### config.mk
export PLATFORM = sky130hd
export DESIGN_NAME = double_ended_queue
export DESIGN_NICKNAME = d
export VERILOG_FILES = /design/src/dq_pkg.sv /design/src/double_ended_queue.sv /design/src/dq_ram.sv /design/src/dq_ctrl.sv /design/src/dq_datapath.sv
export VERILOG_INCLUDE_DIRS = /design/src /design/src/src
export SDC_FILE = /design/constraint.sdc
export NUM_CORES = 2
export LEC_CHECK = 0
export BUFFER_PORTS_ARGS = -buffer_cell sky130_fd_sc_hd__buf_2
export CAP_MARGIN = 20
export CORE_MARGIN = 4
export CORE_UTILIZATION = 45
export CTS_BUF_LIST = sky130_fd_sc_hd__clkbuf_8
export CTS_CLUSTER_DIAMETER = 60
export CTS_CLUSTER_SIZE = 40
export DETAILED_ROUTE_END_ITERATION = 8
export SYNTH_ARGS = -nofsm -noshare
export SYNTH_HDL_FRONTEND = slang
export SYNTH_SLANG_ARGS = --single-unit
### constraint.sdc
create_clock -name clk -period 12.6 [get_ports clk]
set_clock_uncertainty 0.05 [all_clocks]
set_input_delay 2.52 -clock clk [delete_from_list [all_inputs] [get_ports clk]]
set_output_delay 2.52 -clock clk [all_outputs]
set_load 0.02 [all_outputs]
### src/double_ended_queue_defines.svh
// Assertion macros shared by the double-ended queue RTL.
// No dependencies; included by files that carry concurrent checks.
`ifndef DOUBLE_ENDED_QUEUE_DEFINES_SVH
`define DOUBLE_ENDED_QUEUE_DEFINES_SVH

`ifndef SYNTHESIS
// Check that a condition in one cycle implies another in the same cycle.
`define DQ_ASSERT_IMPLY(name, ck, rs, ante, cons) \
  name: assert property (@(posedge ck) disable iff (rs) (ante) |-> (cons)) \
    else $error("double_ended_queue: same-cycle check failed");
// Check that a condition in one cycle implies another in the next cycle.
`define DQ_ASSERT_NEXT(name, ck, rs, ante, cons) \
  name: assert property (@(posedge ck) disable iff (rs) (ante) |=> (cons)) \
    else $error("double_ended_queue: next-cycle check failed");
`else
`define DQ_ASSERT_IMPLY(name, ck, rs, ante, cons)
`define DQ_ASSERT_NEXT(name, ck, rs, ante, cons)
`endif

`endif

### src/dq_pkg.sv
// Shared types and constants for the double-ended queue.
// No dependencies; imported by the top, the controller, the datapath and the testbench.
`default_nettype none

package dq_pkg;

  localparam int DEPTH_DEFAULT = 64;

  localparam int KIND_W   = 2;
  localparam int WORD_W   = 32;
  localparam int STATUS_W = 2;
  localparam int HELD_W   = 7;

  localparam logic [KIND_W-1:0] KIND_PUSH_FRONT = 2'd0;
  localparam logic [KIND_W-1:0] KIND_PUSH_BACK  = 2'd1;
  localparam logic [KIND_W-1:0] KIND_POP_FRONT  = 2'd2;
  localparam logic [KIND_W-1:0] KIND_POP_BACK   = 2'd3;

  localparam logic [STATUS_W-1:0] STATUS_DONE  = 2'd0;
  localparam logic [STATUS_W-1:0] STATUS_EMPTY = 2'd1;
  localparam logic [STATUS_W-1:0] STATUS_FULL  = 2'd2;

  typedef enum logic {
    ST_IDLE,
    ST_RESULT
  } dq_state_t;

  // Commands from the controller to the datapath.
  typedef struct packed {
    logic accept;
    logic load;
  } dq_cmd_t;

endpackage

`default_nettype wire

### src/double_ended_queue.sv
// Top level of the bounded double-ended queue of signed 32-bit words.
// Depends on dq_pkg, dq_ctrl, dq_datapath and the assertion macro header.
//
//  channel | signals                          | direction
//  --------+----------------------------------+----------
//  in      | in_valid, in_stall, kind, push_value | into block
//  out     | out_valid, out_stall, pop_value, status, held_after | out of block
//
// An operation passes through the accept state, which updates the ring indexes
// and starts the single store access, and then the result state, which waits
// on the registered RAM read. Results sit in an output register, so an item
// is accepted while an earlier result is still waiting. A stalled output
// holds the block in its result state. Reset empties the queue at once.
`default_nettype none
`include "double_ended_queue_defines.svh"

module double_ended_queue
  import dq_pkg::*;
#(
  parameter int DEPTH = DEPTH_DEFAULT
) (
  input  wire logic                       clk,
  input  wire logic                       rst,
  input  wire logic                       in_valid,
  output logic                            in_stall,
  input  wire logic        [KIND_W-1:0]   kind,
  input  wire logic signed [WORD_W-1:0]   push_value,
  output logic                            out_valid,
  input  wire logic                       out_stall,
  output logic signed      [WORD_W-1:0]   pop_value,
  output logic             [STATUS_W-1:0] status,
  output logic             [HELD_W-1:0]   held_after
);

  dq_cmd_t cmd;
  logic    res_full, res_empty;

  dq_ctrl u_ctrl (
    .clk       (clk),
    .rst       (rst),
    .in_valid  (in_valid),
    .out_stall (out_stall),
    .in_stall  (in_stall),
    .out_valid (out_valid),
    .cmd       (cmd)
  );

  dq_datapath #(
    .DEPTH (DEPTH)
  ) u_datapath (
    .clk        (clk),
    .rst        (rst),
    .cmd        (cmd),
    .kind       (kind),
    .push_value (push_value),
    .pop_value  (pop_value),
    .status     (status),
    .held_after (held_after)
  );

  assign res_full  = out_valid && (status == STATUS_FULL);
  assign res_empty = out_valid && (status == STATUS_EMPTY);

  `DQ_ASSERT_NEXT(a_busy_after_accept, clk, rst, cmd.accept, in_stall)
  `DQ_ASSERT_IMPLY(a_full_count, clk, rst, res_full, held_after == HELD_W'(DEPTH))
  `DQ_ASSERT_IMPLY(a_empty_result, clk, rst, res_empty, (held_after == '0) && (pop_value == '0))

endmodule

`default_nettype wire

### src/dq_ram.sv
// Generic single-port RAM with registered read and read enable.
// No dependencies; used for the deque word store.
`default_nettype none

module dq_ram #(
  parameter int WIDTH = 32,
  parameter int DEPTH = 64
) (
  input  wire logic                     clk,
  input  wire logic                     we,
  input  wire logic                     re,
  input  wire logic [$clog2(DEPTH)-1:0] addr,
  input  wire logic [WIDTH-1:0]         wdata,
  output logic      [WIDTH-1:0]         rdata
);

  logic [WIDTH-1:0] mem [DEPTH];

  always_ff @(posedge clk) begin
    if (we) begin
      mem[addr] <= wdata;
    end
    if (re) begin
      rdata <= mem[addr];
    end
  end

endmodule

`default_nettype wire

### src/dq_ctrl.sv
// Controller for the double-ended queue: sequences accept and result load.
// Depends on dq_pkg for the state enum and the command struct.
`default_nettype none

module dq_ctrl
  import dq_pkg::*;
(
  input  wire logic clk,
  input  wire logic rst,
  input  wire logic in_valid,
  input  wire logic out_stall,
  output logic      in_stall,
  output logic      out_valid,
  output dq_cmd_t   cmd
);

  dq_state_t state, state_next;

  always_comb begin
    state_next = state;
    case (state)
      ST_IDLE: begin
        if (in_valid) begin
          state_next = ST_RESULT;
        end
      end
      ST_RESULT: begin
        if (!out_valid || !out_stall) begin
          state_next = ST_IDLE;
        end
      end
      default: state_next = ST_IDLE;
    endcase
  end

  always_comb begin
    in_stall   = 1'b1;
    cmd.accept = 1'b0;
    cmd.load   = 1'b0;
    case (state)
      ST_IDLE: begin
        in_stall   = 1'b0;
        cmd.accept = in_valid;
      end
      ST_RESULT: begin
        cmd.load = !out_valid || !out_stall;
      end
      default: begin
        in_stall = 1'b1;
      end
    endcase
  end

  always_ff @(posedge clk) begin
    if (rst) begin
      state     <= ST_IDLE;
      out_valid <= 1'b0;
    end else begin
      state <= state_next;
      if (cmd.load) begin
        out_valid <= 1'b1;
      end else if (!out_stall) begin
        out_valid <= 1'b0;
      end
    end
  end

endmodule

`default_nettype wire

### src/dq_datapath.sv
// Datapath for the double-ended queue: ring indexes, count, store, result.
// Depends on dq_pkg and dq_ram.
`default_nettype none

module dq_datapath
  import dq_pkg::*;
#(
  parameter int DEPTH = DEPTH_DEFAULT
) (
  input  wire logic                       clk,
  input  wire logic                       rst,
  input  wire dq_cmd_t                    cmd,
  input  wire logic        [KIND_W-1:0]   kind,
  input  wire logic signed [WORD_W-1:0]   push_value,
  output logic signed      [WORD_W-1:0]   pop_value,
  output logic             [STATUS_W-1:0] status,
  output logic             [HELD_W-1:0]   held_after
);

  localparam int AW = $clog2(DEPTH);
  localparam int CW = $clog2(DEPTH + 1);
  localparam logic [AW:0] DEPTH_S = (AW+1)'(DEPTH);

  logic [AW-1:0] front, front_next;
  logic [CW-1:0] count, count_next;
  logic [STATUS_W-1:0] res_status;
  logic [HELD_W-1:0]   res_held;
  logic                res_pop;

  logic          is_push, full, empty, push_ok, pop_ok;
  logic [AW:0]   cnt_s, offset;
  logic [AW-1:0] idx;
  logic [WORD_W-1:0] rdata;
  logic [STATUS_W-1:0] status_next;

  // Wrap front plus an offset of at most DEPTH back into the ring.
  function automatic logic [AW-1:0] ring_wrap(input logic [AW-1:0] base,
                                              input logic [AW:0] off);
    logic [AW:0] s;
    s = {1'b0, base} + off;
    if (s >= DEPTH_S) begin
      s = s - DEPTH_S;
    end
    return s[AW-1:0];
  endfunction

  assign is_push = (kind == KIND_PUSH_FRONT) || (kind == KIND_PUSH_BACK);
  assign full    = (count == CW'(DEPTH));
  assign empty   = (count == '0);
  assign push_ok = is_push && !full;
  assign pop_ok  = !is_push && !empty;
  assign cnt_s   = (AW+1)'(count);

  always_comb begin
    case (kind)
      KIND_PUSH_FRONT: offset = DEPTH_S - (AW+1)'(1);
      KIND_PUSH_BACK:  offset = cnt_s;
      KIND_POP_FRONT:  offset = '0;
      KIND_POP_BACK:   offset = cnt_s - (AW+1)'(1);
      default:         offset = '0;
    endcase
  end

  assign idx = ring_wrap(front, offset);

  always_comb begin
    front_next  = front;
    count_next  = count;
    status_next = STATUS_DONE;
    if (is_push) begin
      if (full) begin
        status_next = STATUS_FULL;
      end else begin
        count_next = count + CW'(1);
        if (kind == KIND_PUSH_FRONT) begin
          front_next = idx;
        end
      end
    end else begin
      if (empty) begin
        status_next = STATUS_EMPTY;
      end else begin
        count_next = count - CW'(1);
        if (kind == KIND_POP_FRONT) begin
          front_next = ring_wrap(front, (AW+1)'(1));
        end
      end
    end
  end

  dq_ram #(
    .WIDTH (WORD_W),
    .DEPTH (DEPTH)
  ) u_store (
    .clk   (clk),
    .we    (cmd.accept && push_ok),
    .re    (cmd.accept && pop_ok),
    .addr  (idx),
    .wdata (push_value),
    .rdata (rdata)
  );

  always_ff @(posedge clk) begin
    if (rst) begin
      front <= '0;
      count <= '0;
    end else if (cmd.accept) begin
      front <= front_next;
      count <= count_next;
    end
  end

  always_ff @(posedge clk) begin
    if (cmd.accept) begin
      res_status <= status_next;
      res_held   <= HELD_W'(count_next);
      res_pop    <= pop_ok;
    end
    if (cmd.load) begin
      pop_value  <= res_pop ? $signed(rdata) : '0;
      status     <= res_status;
      held_after <= res_held;
    end
  end

endmodule

`default_nettype wire

# [After elaboration in Yosys (flattened, before gate mapping)]
# Memory sizes are Yosys's and may differ from the RTL's. A register that Yosys moved wholly into a read port is not among the register bits.
# Index checks and enable logic that the tools add are counted.
[totals] mem_bits_rw=2048 n_memories=1 word_cells=67 regBits=66 out_inout_bits=43
[memory_table] name="u_datapath.u_store.mem" depth=64 width=32 rd=1 rd_clocked_by_memory_dff=1 wr=1 line="dq_ram.sv:17" rtl="logic [WIDTH-1:0] mem [DEPTH];"
[classes] addsub=6 mux=24 eq_ne=8 n_lt_le_gt_ge=2 bitwise_logic=1 n_reduce_logical=15
[ops] cell="6-bit 2-to-1 mux" count=7
[ops] cell="7-bit case mux with 4 select lines" count=1
[ops] cell="7-bit 2-to-1 mux" count=3
[ops] cell="7-bit greater-or-equal comparator (second input constant)" count=2
[ops] cell="6-bit by 1-bit subtractor with 6-bit output (second input constant)" count=2
[ops] cell="1-bit 2-to-1 mux" count=10
[ops] cell="6-bit by 1-bit adder with 7-bit output (second input constant)" count=1
[ops] cell="6-bit by 7-bit adder with 7-bit output" count=1
[ops] cell="7-bit by 1-bit adder with 7-bit output (second input constant)" count=1
[ops] cell="7-bit equality test (second input constant)" count=1
[ops] cell="7-bit zero test" count=1
[ops] cell="7-bit by 1-bit subtractor with 7-bit output (second input constant)" count=1
[ops] cell="1-bit zero test" count=5
[ops] cell="5-bit AND reduction" count=1
[ops] cell="2-bit equality test (second input constant)" count=2
[ops] cell="1-bit logical AND" count=4
[ops] cell="2-bit 2-to-1 mux" count=2
[ops] cell="2-bit by 1-bit inequality test with 1-bit output (second input constant)" count=2
[ops] cell="2-bit inequality test (second input constant)" count=2
[ops] cell="2-bit by 1-bit equality test with 1-bit output (second input constant)" count=1
[ops] cell="2-bit zero test" count=1
[ops] cell="1-bit logical OR" count=2
[ops] cell="1-bit case mux with 2 select lines" count=1
[ops] cell="2-bit nonzero test" count=1
[ops] cell="1-bit inverter" count=1

# [Longest topological paths before layout]
[logic_depth] ltp_word=8 mapped_depth=19

# [Cells and area by module]
# A second synthesis with hierarchy kept.
[hier_totals] cells_unflattened=4526 area_unflattened_um2=82519.1
[by_module_without_submodules] module="dq_ram" area_each_um2=79248.5 n_inst=1 cells_per_inst=4239
[by_module_without_submodules] module="dq_datapath" area_each_um2=3178.0 n_inst=1 cells_per_inst=278
[by_module_without_submodules] module="dq_ctrl" area_each_um2=92.6 n_inst=1 cells_per_inst=9

# [Worst setup path after synthesis]
# Ideal clock, no wire load.
[synth_timing] kind="input to register" from="input kind[1]" to="memory u_datapath.u_store.mem[18][0] (enable)" cell_stages=14 required_time_ns=12.089 setup_time_ns=0.461 setup_slack_ns=4.344 arrival_ns=7.745 cell_sequence="buf_2 clkbuf_1 buf_1 xnor2_1 ha_1 inv_1 fa_1 buf_2 nor2_1 clkbuf_1 buf_1 buf_2 nand2_1 nor3_1"
[synth_between] elab_chain_cells=6
[synth_rtl] element="start: declaration" line="double_ended_queue.sv:26" rtl="input wire logic [KIND_W-1:0] kind,"
[synth_rtl] element="branches (longest 6 deep; another with 6-bit by 7-bit adder with 7-bit output)"
[synth_rtl] element="end: declaration" line="dq_ram.sv:17"
# Parallel ways; which one is timed is not known.

# [Worst setup path in the final report]
[layout_timing] from="input kind[0]" to="register u_datapath.u_store.rdata[27] (read register of u_datapath.u_store.mem), data pin"
[layout_between] elab_chain_cells=5
[layout_rtl] element="2-bit equality test, or another cell as far along" line="dq_datapath.sv:55" rtl="case (kind)"
[layout_rtl] element="7-bit case mux with 4 select lines or 1-bit logical OR (tied branches)" line="dq_datapath.sv:55, dq_datapath.sv:47"
[layout_rtl] element="6-bit by 7-bit adder with 7-bit output or 1-bit zero test (tied branches)" line="dq_datapath.sv:40, dq_datapath.sv:51"
[layout_rtl] element="6-bit by 1-bit subtractor with 6-bit output, or another cell as far along" line="dq_datapath.sv:42" rtl="s = s - DEPTH_S;"
[layout_rtl] element="6-bit 2-to-1 mux or 1-bit logical AND (tied branches)" line="dq_datapath.sv:41, dq_datapath.sv:97"
[layout_rtl] element="end: declaration" line="dq_ram.sv:14" rtl="output logic [WIDTH-1:0] rdata"
# Parallel ways exist; a longest one is shown, timed or not.
# A chain may end at the register's enable or synchronous reset.

==> summary.md <==
| Metric | Value |
|---|---|
| Setup-failing EPs final | `0` |
| Worst-margin pin slew | `1260 ps` |
| Critical R2R Launch | `u_datapath.cnt_s[0]` |
| Sum of negative setup slack | `0 ps` |
| Via count | `50700` |
| Die area | `0.195 sq mm` |
| Met3 Track Usage GR | `6.20%` |
| Status | `complete, no violations` |
| Req. time, crit path | `13260 ps` |
| CTS tree | `done` |
| DR pass1 iterations | `8` |
| Seq pwr share | `51.7%` |
| Leak Pwr | `29.3 nW` |
| RSZ-0062 raised after global routing | `false` |
| Final net count | `5330` |
| Worst reg2reg path endpoint | `u_datapath.u_store.rdata[27]` |
| Switching Power | `5.11 mW` |
| Pins Over Slew Limit | `0` |
| VDD IR max | `0.165 mV` |
| Placed inst area | `0.0884 sq mm` |
| Clock Power Share | `25.1%` |
| Initial Utilization | `45.5%` |
| Share of cells above drive strength 1 | `15.4%` |
| Die height | `442 um` |
| Post-CTS Setup Inserts | `0` |
| Clock Pin Slew Worst Setup and Hold Paths | `140 ps` |
| Ports | `81` |
| CP top delay family | `buffers and inverters` |
| Relative slew margins | `14.7%` |
| Syn Nets | `5283` |
| Post-synthesis mux area share | `6.89%` |
| Hold endpoint | `u_datapath.status[1]` |
| Compound-gate portion of the synthesized area | `8.21%` |
| FP Rows | `158` |
| Hold WC Path Type | `reg -> reg` |
| Busiest grt layer | `met2` |
| Async SR Flop Fraction | `0%` |
| Register area share after synthesis | `76.0%` |
| Synth unique cells | `82` |
| Worst-skew pair later-pin latency | `970 ps` |
| Number of fill cells | `15500` |
| Hold Vio Cnt, Final | `0` |
| Arrival @ worst endpoint | `7890 ps` |
| Initial antenna violation count | `17` |
| Simple-gate share of the synthesized area | `6.28%` |
| Hold_buf cts | `0` |
| DR WL/cell | `33.5 um` |
| Post-Synth XOR/XNOR Area | `0.145%` |
| Period Utilization, post-route | `57.4%` |
| Final GP Congestion | `0.812` |
| Die Wd | `442 um` |
| Final wirelength | `264 mm` |
| PwrDens | `168 mW/mm^2` |
| GRT overflow | `0` |
| Multi-input logic area | `0.0189 sq mm` |
| Reg-to-reg slack, setup | `6370 ps` |
| CP max-delay cell | `fa_4` |
| Fin area | `0.0920 sq mm` |
| WP buf/inv | `6` |
| Clk buf depth | `3` |
| Cell-internal power | `10.4 mW` |
| CTS Buf Count | `137` |
| Post-synth EDFFs | `2131` |
| H-tree levels | `4` |
| Vias in the first global route | `47600` |
| Share of the synthesized area in the top cell type | `75.6%` |
| Largest net degree at the start of global routing | `122` |
| Post-placement setup slack | `4510 ps` |
| GRT met1 Usage | `38.5%` |
| Area growth syn-to-layout | `8.70%` |
| # port buffers | `80` |
| Area leader, netlist | `edfxtp_1` |
| Crit start category | `input port` |
| Switching Share | `33.0%` |
| Adder-cell share of the synthesized area | `0.157%` |
| DR vias/cell | `6.42` |
| First-pass GRT wire length | `371 mm` |
| Total clock sinks | `2146` |
| Most common flop cell mapped by yosys | `edfxtp_1` |
| Hold Slack | `380 ps` |
| PnR worst setup slack | `5360 ps` |
| YS warnings | `0` |
| Max Cap Viol | `0` |
| Post-cts sizing count | `0` |
| Fmax | `0.138 GHz` |
| Detailed router's first-iteration violation count | `7707` |
| Endpoint type of the worst setup path | `register` |
| CP Max Fanout | `34` |
| Area contributors post-synth | `edfxtp_1, mux2i_1, mux4_2` |
| FF+latch area | `0.0643 sq mm` |
| Core area | `0.186 sq mm` |
| GRT Util Overall | `26.4%` |
| Synth Register Bits | `2146` |
| Hold path depth | `0` |
| M2 GR Usage | `39.7%` |
| Mapped Cells | `5235` |
| Final ANT Viol Nets | `0` |
| Crit path kind | `in -> reg` |
| Post-route DRC violation count | `0` |
| Syn_area_per_cell | `16.2 sq um` |
| CP Cell Sequence | `buf_2 > inv_1 > nor2_1 > xnor2_1 > ha_4 > inv_1 > fa_4 > inv_8 > nand2_2 > buf_4 > nor2_1 > buf_4 > a221oi_1 > o21ai_0 > a31oi_1 > mux2i_1` |
| DP HPWL | `139 mm` |
| Register-to-Register Path Depth | `14` |
| Tmin final | `7240 ps` |
| Combinational share of power | `23.2%` |
| Largest family of logic cells by synthesized area | `compound AO/OA/AOI/OAI gates` |
| Root buf cell | `clkbuf_8` |
| Critical Path Max Stage Delay | `1190 ps` |
| HP Start | `u_datapath.res_status[1]` |
| Cell Area, Synth | `0.0846 sq mm` |
power by group through the flow:
stage	Clock [mW]	Sequential [mW]	Combinational [mW]
after global placement	0	8.17	3.47
after detailed placement	0	8.17	3.50
after global routing	4.22	8.01	3.75
final	3.88	8.00	3.59
after floorplan	0	8.14	2.09
after CTS	3.93	8.00	3.51
Yosys cell counts (6+ instances only):
cell       instances
mux2_2            75
buf_1             19
o2111ai_1         10
xnor2_1            6
nand2_1          625
buf_4             42
a311oi_1          57
a311o_1            9
clkbuf_1         116
nand3_1          215
mux2i_1          262
nor3_1            91
a221oi_1         101
dfxtp_1           15
mux4_2           105
and3_1            76
o22ai_1           78
a2111oi_0         14
inv_1             13
a31o_2             6
edfxtp_1        2131
a32oi_1           28
buf_2            193
a211oi_1          23
nor2_1            98
a22oi_1           28
o21ai_0          131
a21oi_1          264
ha_1               9
buf_6             13
or3_1              7
and2_1            34
a22o_1            12
nand4_1           11
nor4_1            22
a221o_1           13
o221ai_1          23
o311ai_0          10
a31oi_1          113
o211ai_1          57
worst reg2reg max path, delay by kind of cell, from the launching register on:
family                     cells  cell delay [ps]
adders and majority gates      2             1540
AOI/OAI and AO/OA              4             1370
buffers and inverters          5             1460
DFF                            1              620
muxes                          1              200
and+or+nand+nor                2              750
through the flow:
| stage | utilization (%) | std cells | power, mW |
|---|---|---|---|
| after floorplan | - | 5235 | 10.2 |
| after global placement | 47.4 | 7601 | 11.6 |
| after detailed placement | 47.5 | 7606 | 11.7 |
| after CTS | 49.2 | 7859 | 15.4 |
| after global routing | 49.4 | 7880 | 16.0 |
| final | 49.4 | 7885 | 15.5 |
state kept, by name (all words and copies together) (netlist names):
name,cells
u_ctrl.out_valid,1
u_ctrl.state,1
u_datapath.cnt_s,7
u_datapath.front,6
u_datapath.held_after,7
u_datapath.pop_value,32
u_datapath.res_held,7
u_datapath.res_pop,1
u_datapath.res_status,2
u_datapath.status,2
u_datapath.u_store.mem,2048
u_datapath.u_store.rdata,32
cells in the final DEF (no fill, tap or decap), drive strengths merged, types with 10 or more instances in the layout:
master,instances
o22ai,78
nor3,92
a21oi,265
mux2i,262
buf,291
o21ai,136
nand2,625
o2111ai,10
nor4,22
nor2,101
a32oi,28
a311oi,57
edfxtp,2131
o221ai,23
a221oi,102
and2,35
clkbuf,144
inv,64
o211ai,57
o311ai,11
a22o,12
clkinvlp,15
clkinv,40
mux2,75
and3,76
mux4,105
a221o,13
a211oi,24
a2111oi,14
nand4,11
nand3,215
a31oi,113
dfxtp,15
a22oi,28
layout make-up:
| type | instances | area share (%) |
|---|---|---|
| Clock buffer | 143 | 2.14 |
| Clock inverter | 110 | 1.41 |
| Timing Repair Buffer | 292 | 2.60 |
| Sequential cell | 2146 | 69.9 |
| Multi-Input combinational cell | 2689 | 20.5 |
| Inverter | 16 | 0.0789 |
| Antenna cell | 9 | 0.0245 |
| Tap cell | 2480 | 3.37 |
kinds of logic (layout without fill, tap and decap cells):
kind of cell,after synthesis,after routing
flops,2146,2146
fa+ha+maj,10,10
xor+xnor,11,11
simple gates,1197,1197
compound gates,1029,1029
buf+inv,400,561
mux,442,442
other cells,0,9
worst max path at each step:
stage            start  slack [ps]  cells past startpoint                             to
4_1_cts        kind[0]        5600                     16   u_datapath.u_store.rdata[15]
5_1_grt        kind[0]        5280                     16   u_datapath.u_store.rdata[15]
6_report       kind[0]        5360                     16   u_datapath.u_store.rdata[27]
3_5_place_dp   kind[0]        4510                     16   u_datapath.u_store.rdata[15]
2_1_floorplan  kind[1]        4340                     14  u_datapath.u_store.mem[18][0]
3_3_place_gp   kind[0]        4200                     16   u_datapath.u_store.rdata[16]
metal layers:
metal / vias up / routed length (um)
met1: 26200 / 105000
met3: 461 / 31700
met5: - / 58
li1: 20800 / -
met4: 8 / 8500
met2: 3173 / 119000
Power figures use the tool's default switching activity.
